===== config.mk =====
export PLATFORM = sky130hd
export DESIGN_NAME = qakb_cell
export DESIGN_NICKNAME = d
export VERILOG_FILES = /design/src/rtl/qakb_pkg.sv /design/src/rtl/qakb_cell.sv
export SDC_FILE = /design/constraint.sdc
export NUM_CORES = 1
export LEC_CHECK = 0
export ABC_CLOCK_PERIOD_IN_PS = 6450
export BUFFER_PORTS_ARGS = -buffer_cell sky130_fd_sc_hd__clkbuf_2
export CAP_MARGIN = 10
export CORE_AREA = 8 8 284 286
export CTS_CLUSTER_SIZE = 16
export DETAILED_ROUTE_END_ITERATION = 6
export DIE_AREA = 0 0 292 294
export PLACE_DENSITY = 0.38
export SLEW_MARGIN = 10
export SYNTH_ARGS = -nofsm -noshare
export SYNTH_HDL_FRONTEND = slang
export SYNTH_SLANG_ARGS = --single-unit

===== constraint.sdc =====
create_clock -name clock -period 6.45 [get_ports clock]
set_clock_uncertainty 0.1 [all_clocks]
set_input_delay 0.9675 -clock clock [delete_from_list [all_inputs] [get_ports clock]]
set_output_delay 0.9675 -clock clock [all_outputs]
set_load 0.02 [all_outputs]

===== src/rtl/qakb_pkg.sv =====
// Shared types and constants for the quota admission keyed buffer.
`timescale 1ns / 1ps

package qakb_pkg;

   localparam int CAPACITY_DEFAULT = 16;
   localparam int CNT_W            = 7;
   localparam int BYTES_W          = 24;
   localparam int HELD_W           = 28;
   localparam int CSR_IDX_W        = 2;

   typedef enum logic [2:0] {
      OP_INSERT      = 3'd0,
      OP_LOOKUP      = 3'd1,
      OP_ERASE       = 3'd2,
      OP_DRAIN       = 3'd3,
      OP_PURGE_CFG   = 3'd4,
      OP_PURGE_EPOCH = 3'd5
   } op_type;

   typedef enum logic [2:0] {
      ST_INSERTED  = 3'd0,
      ST_DUPLICATE = 3'd1,
      ST_REJECTED  = 3'd2,
      ST_FOUND     = 3'd3,
      ST_NOT_FOUND = 3'd4
   } status_type;

   typedef enum logic [CSR_IDX_W-1:0] {
      CSR_MAX_ENTRIES        = 2'd0,
      CSR_MAX_TOTAL_BYTES    = 2'd1,
      CSR_MAX_BUCKET_ENTRIES = 2'd2,
      CSR_MAX_BUCKET_BYTES   = 2'd3
   } csr_idx_type;

   typedef enum logic [1:0] {
      S_IDLE,
      S_SCAN,
      S_FINISH
   } fsm_type;

   typedef struct packed {
      logic [31:0]        epoch;
      logic [31:0]        config_tag;
      logic [63:0]        block_tag;
      logic [31:0]        generation;
      logic [BYTES_W-1:0] bytes;
   } entry_type;

   // Broadcast control for the row of cells.
   typedef struct packed {
      logic             step;
      logic             keep;
      logic [CNT_W-1:0] live;
      logic             ins_en;
      logic [CNT_W-1:0] ins_idx;
   } cell_ctl_type;

endpackage


===== src/rtl/qakb_cell.sv =====
// One table slot of the rotating entry chain.
`timescale 1ns / 1ps

module qakb_cell #(
   parameter int IDX = 0
) (
   input  logic                  clock,
   input  qakb_pkg::cell_ctl_type ctl,
   input  qakb_pkg::entry_type   shift_d,
   input  qakb_pkg::entry_type   head_d,
   input  qakb_pkg::entry_type   new_d,
   output qakb_pkg::entry_type   entry_q
);

   qakb_pkg::entry_type entry_ff, entry_in;

   // A kept head entry re-enters at the tail of the live region.
   always_comb begin
      entry_in = entry_ff;
      if (ctl.ins_en && ctl.ins_idx == qakb_pkg::CNT_W'(IDX)) begin
         entry_in = new_d;
      end else if (ctl.step) begin
         if (ctl.keep && ctl.live == qakb_pkg::CNT_W'(IDX + 1)) begin
            entry_in = head_d;
         end else begin
            entry_in = shift_d;
         end
      end
   end

   always_ff @(posedge clock) begin
      entry_ff <= entry_in;
   end

   assign entry_q = entry_ff;

endmodule


== Yosys cells after proc, flatten, opt, wreduce, memory -nomap -nowiden ==
Cells that the tools add are included.
W data, S select, Z words.

* Word-level logic and storage cells: 13
* Bits in registers: 184
* Input port bits: 570
* Output and inout bits: 184

* Reductions and logical operators: 4
* Equality and inequality tests: 1
* Muxes and demuxes: 3

{| class="wikitable"
|+ Operator list
! kind !! number
|-
| $mux W184 || 3
|-
| $eq A7 B1 Y1 const B || 1
|-
| $logic_not A7 Y1 || 1
|-
| $logic_and A1 B1 Y1 || 2
|-
| $reduce_bool A2 Y1 || 1
|}

== Longest topological paths before layout ==
* Depth in word-level cells: 5
* Gate-level depth with buffers: 7
* Gate-level depth less buffers: 3

== Least setup slack after synthesis ==
OpenSTA, ideal clock, no wires.

* Path type: in2reg
* Start point: input port ctl[5] (netlist name)
* End point: register entry_ff (netlist bit entry_q[0]) (enable)
* Path buffers: 3
* Setup time: 0.577 ns
* Data arrival time: 6.284 ns
* Required time: 5.773 ns
* Stages on the path: 6
* Setup slack: -0.511 ns
* Cells stage by stage: or4b_1 -> clkbuf_1 -> or2_1 -> buf_2 -> buf_6 -> nand2b_1

* Word-level cells in the longest chain between the ends: 3

{| class="wikitable"
|+ RTL lines
! element !! RTL line !! source
|-
| start, declared || qakb_cell.sv:8 || <nowiki>input qakb_pkg::cell_ctl_type ctl,</nowiki>
|-
| $logic_not A7 Y1 || qakb_cell.sv:20 || <nowiki>if (ctl.ins_en && ctl.ins_idx == qakb_pkg::CNT_W'(IDX)) begin</nowiki>
|-
| $logic_and A1 B1 Y1 || qakb_cell.sv:20 ||
|-
| $reduce_bool A2 Y1 (no source line) || - ||
|-
| end signal, assigned || qakb_cell.sv:32 || <nowiki>entry_ff <= entry_in;</nowiki>
|-
| end, declared || qakb_cell.sv:15 || <nowiki>qakb_pkg::entry_type entry_ff, entry_in;</nowiki>
|}

Every way passes these cells.
A chain may end at the register's enable or synchronous reset.

== Final worst setup path ==
* Start point: input port ctl[5] (netlist name)
* End point: register entry_ff (netlist bit entry_q[89]) (enable)

The elaborated chain is that of the path after synthesis.

==> flow_summary.toml <==
[outcome]
outcome = "finished, final reports clean"

[finish]
fin_nets = 2289
drive_gt1_frac = 0.4677
syn2layout_area_growth_pct = 50.49
largest_reg_flops = 184
final_cells = 2725
fillers = 8624

[hold_path]
hold_path_class = "input pin to register"

[worst_setup_path]
setup.worst_path.class = "input pin to register"
required_ns = 6.47
cp.arrival_ns = 3.25
cp-start-kind = "input pin"
crit_path_end_kind = "register"
cp_max_fo = 70

[yosys]
ys_warn_count = 0
ys_seq_elements = 184
synth_nets = 1641
yosysSeqAreaShare = 0.5427
synthCells = 1071
netlist_area_sq_um = 10180
avgSynthCellArea_sq_um = 9.506
yosys.cell_types.count = 16

[cts]
root_buffer = "clkbuf_16"
cts_buffers = 17
cts_tree = "done"
cts_max_level = 4
cts.path.max_buffers = 2
cts.repair.resized = 0
cts_hold_buf = 0
post-cts-setup-buffer-count = 0
cts_sinks = 184
clk_pin_slew_ns = 0.08

[placement]
numPortBuffers = 753
gp_congestion = 0.8812
dp.cells = 2688
place_hpwl_um = 48440

[timing]
timing.final.crit_share = 0.5015
fmax_mhz = 309.1
slew_violations = 0
hold_viol = 0
worst_pin_slew_ns = 1.082
setup_violations = 0
relSlewSlack = 0.2785
period_needed_ns = 3.235
tns_ns = 0
rsz0062_at_grt = "no"

[routing]
route.vias.total = 12070
drcViolationCount = 0
avgViaCountPerCell = 4.430
drt_iter0_drc = 678
drtAntennaViolNets = 0
dr.pass1.iters = 6
wire_per_inst_um = 22.69
wl_um = 61840

[pwr]
peakVddDrop_mv = 0.1557
power_mw = 3.117
power.density_nw_per_um2 = 203.5
cellLeakagePower_nw = 5.896

[global_route]
grt_use_met1 = 0.1527
grt_pass1_vias = 12650
overflow = 0
use_met3 = 0.05784
track_usage = 0.1354
antenna_found_initial = 16
grt_pass1_wl_um = 87640
grt_max_degree = 141
globalRoute.busiestLayer = "met2"
use_met2 = 0.2286

[job]
drv_cap = 0

[floorplanning]
io_pins = 754
dieArea_sq_um = 85850
dieHeight_um = 294
start_util = 0.1332
rows = 102
core_region_area_sq_um = 76450
chipWidth_um = 292
-- cell usage after synthesis --
library cell | instances | share of area
nand2b_1 | 1 | 0.00061
nor3_1 | 184 | 0.090
nand3_1 | 184 | 0.090
or4_1 | 1 | 0.00074
buf_6 | 17 | 0.019
clkbuf_1 | 122 | 0.045
o21ai_0 | 184 | 0.090
or4b_2 | 1 | 0.00098
a31oi_1 | 184 | 0.11
nor4b_1 | 1 | 0.00086
buf_1 | 1 | 0.00037
buf_2 | 3 | 0.0015
or4b_1 | 2 | 0.0020
edfxtp_1 | 184 | 0.54
nor4b_2 | 1 | 0.0015
or2_1 | 1 | 0.00061
-- cell type report --
class,instances,area [sq um],area share
Antenna cell,5,12.51,0.0008167
Multi-Input combinational cell,744,4028,0.2629
Clock inverter,14,116.4,0.007595
Tap cell,988,1236,0.08069
Clock buffer,18,429.2,0.02801
Sequential cell,184,5525,0.3606
Timing Repair Buffer,772,3974,0.2594
-- per-layer routing --
metal  vias to the layer above  share of wire
met5                         -        0.00044
met4                         4          0.024
met3                        71           0.11
met2                       698           0.49
met1                      5780           0.38
li1                       5518              -
-- worst max-delay path: stages --
cell and delay, ns:
clkbuf_2 0.08, or4b_4 0.70, or2_4 0.43, nand2b_4 0.51, buf_12 0.39
-- placed cells by master, fill, tap and decap left out --
master and count:
clkbuf_16 17, or2_4 1, or4_4 1, nand2b_4 1
a31oi_1 184, nor4b_4 1, clkinvlp_4 3, edfxtp_1 184
clkbuf_2 753, clkinv_1 1, clkbuf_1 1, clkinv_2 2
buf_4 14, diode_2 5, nand3_1 184, o21ai_0 184
inv_8 4, nor4b_2 1, buf_12 5, clkinv_4 1
nor3_1 184, inv_6 3, or4b_4 3
-- final timing paths --
kind / from / endpoint / cells past startpoint
hold / removal: new_d[15] / entry_q[15] / 3
setup / recovery: ctl[5] / entry_q[89] / 5
-- where the power goes --
group | internal, mW | switching [mW]
sequential | 1.43 | 0.0326
clock | 0.505 | 0.540
combinational | 0.233 | 0.381
total | 2.16 | 0.953
-- cells by family (layout without fill, tap and decap cells) --
family | count (synthesis) | in the layout | synth area share
buf+inv | 143 | 804 | 0.06563
compound gates | 368 | 368 | 0.2035
flops | 184 | 184 | 0.5427
simple gates | 376 | 376 | 0.1882
other cells | 0 | 5 | 0
-- stage by stage --
stage               setup WS, ns    util  instance area (sq um)  hold slack, ns
detailed placement         2.718  0.1931                  14760           1.233
global route               3.157  0.2003                  15310          0.6992
CTS                        3.275  0.2003                  15310          0.6769
finish                     3.215  0.2004                  15320          0.7444
global placement           2.763  0.1931                  14760           1.232
floorplan                  1.575       -                  10180           1.128
Power figures use the tool's default switching activity.
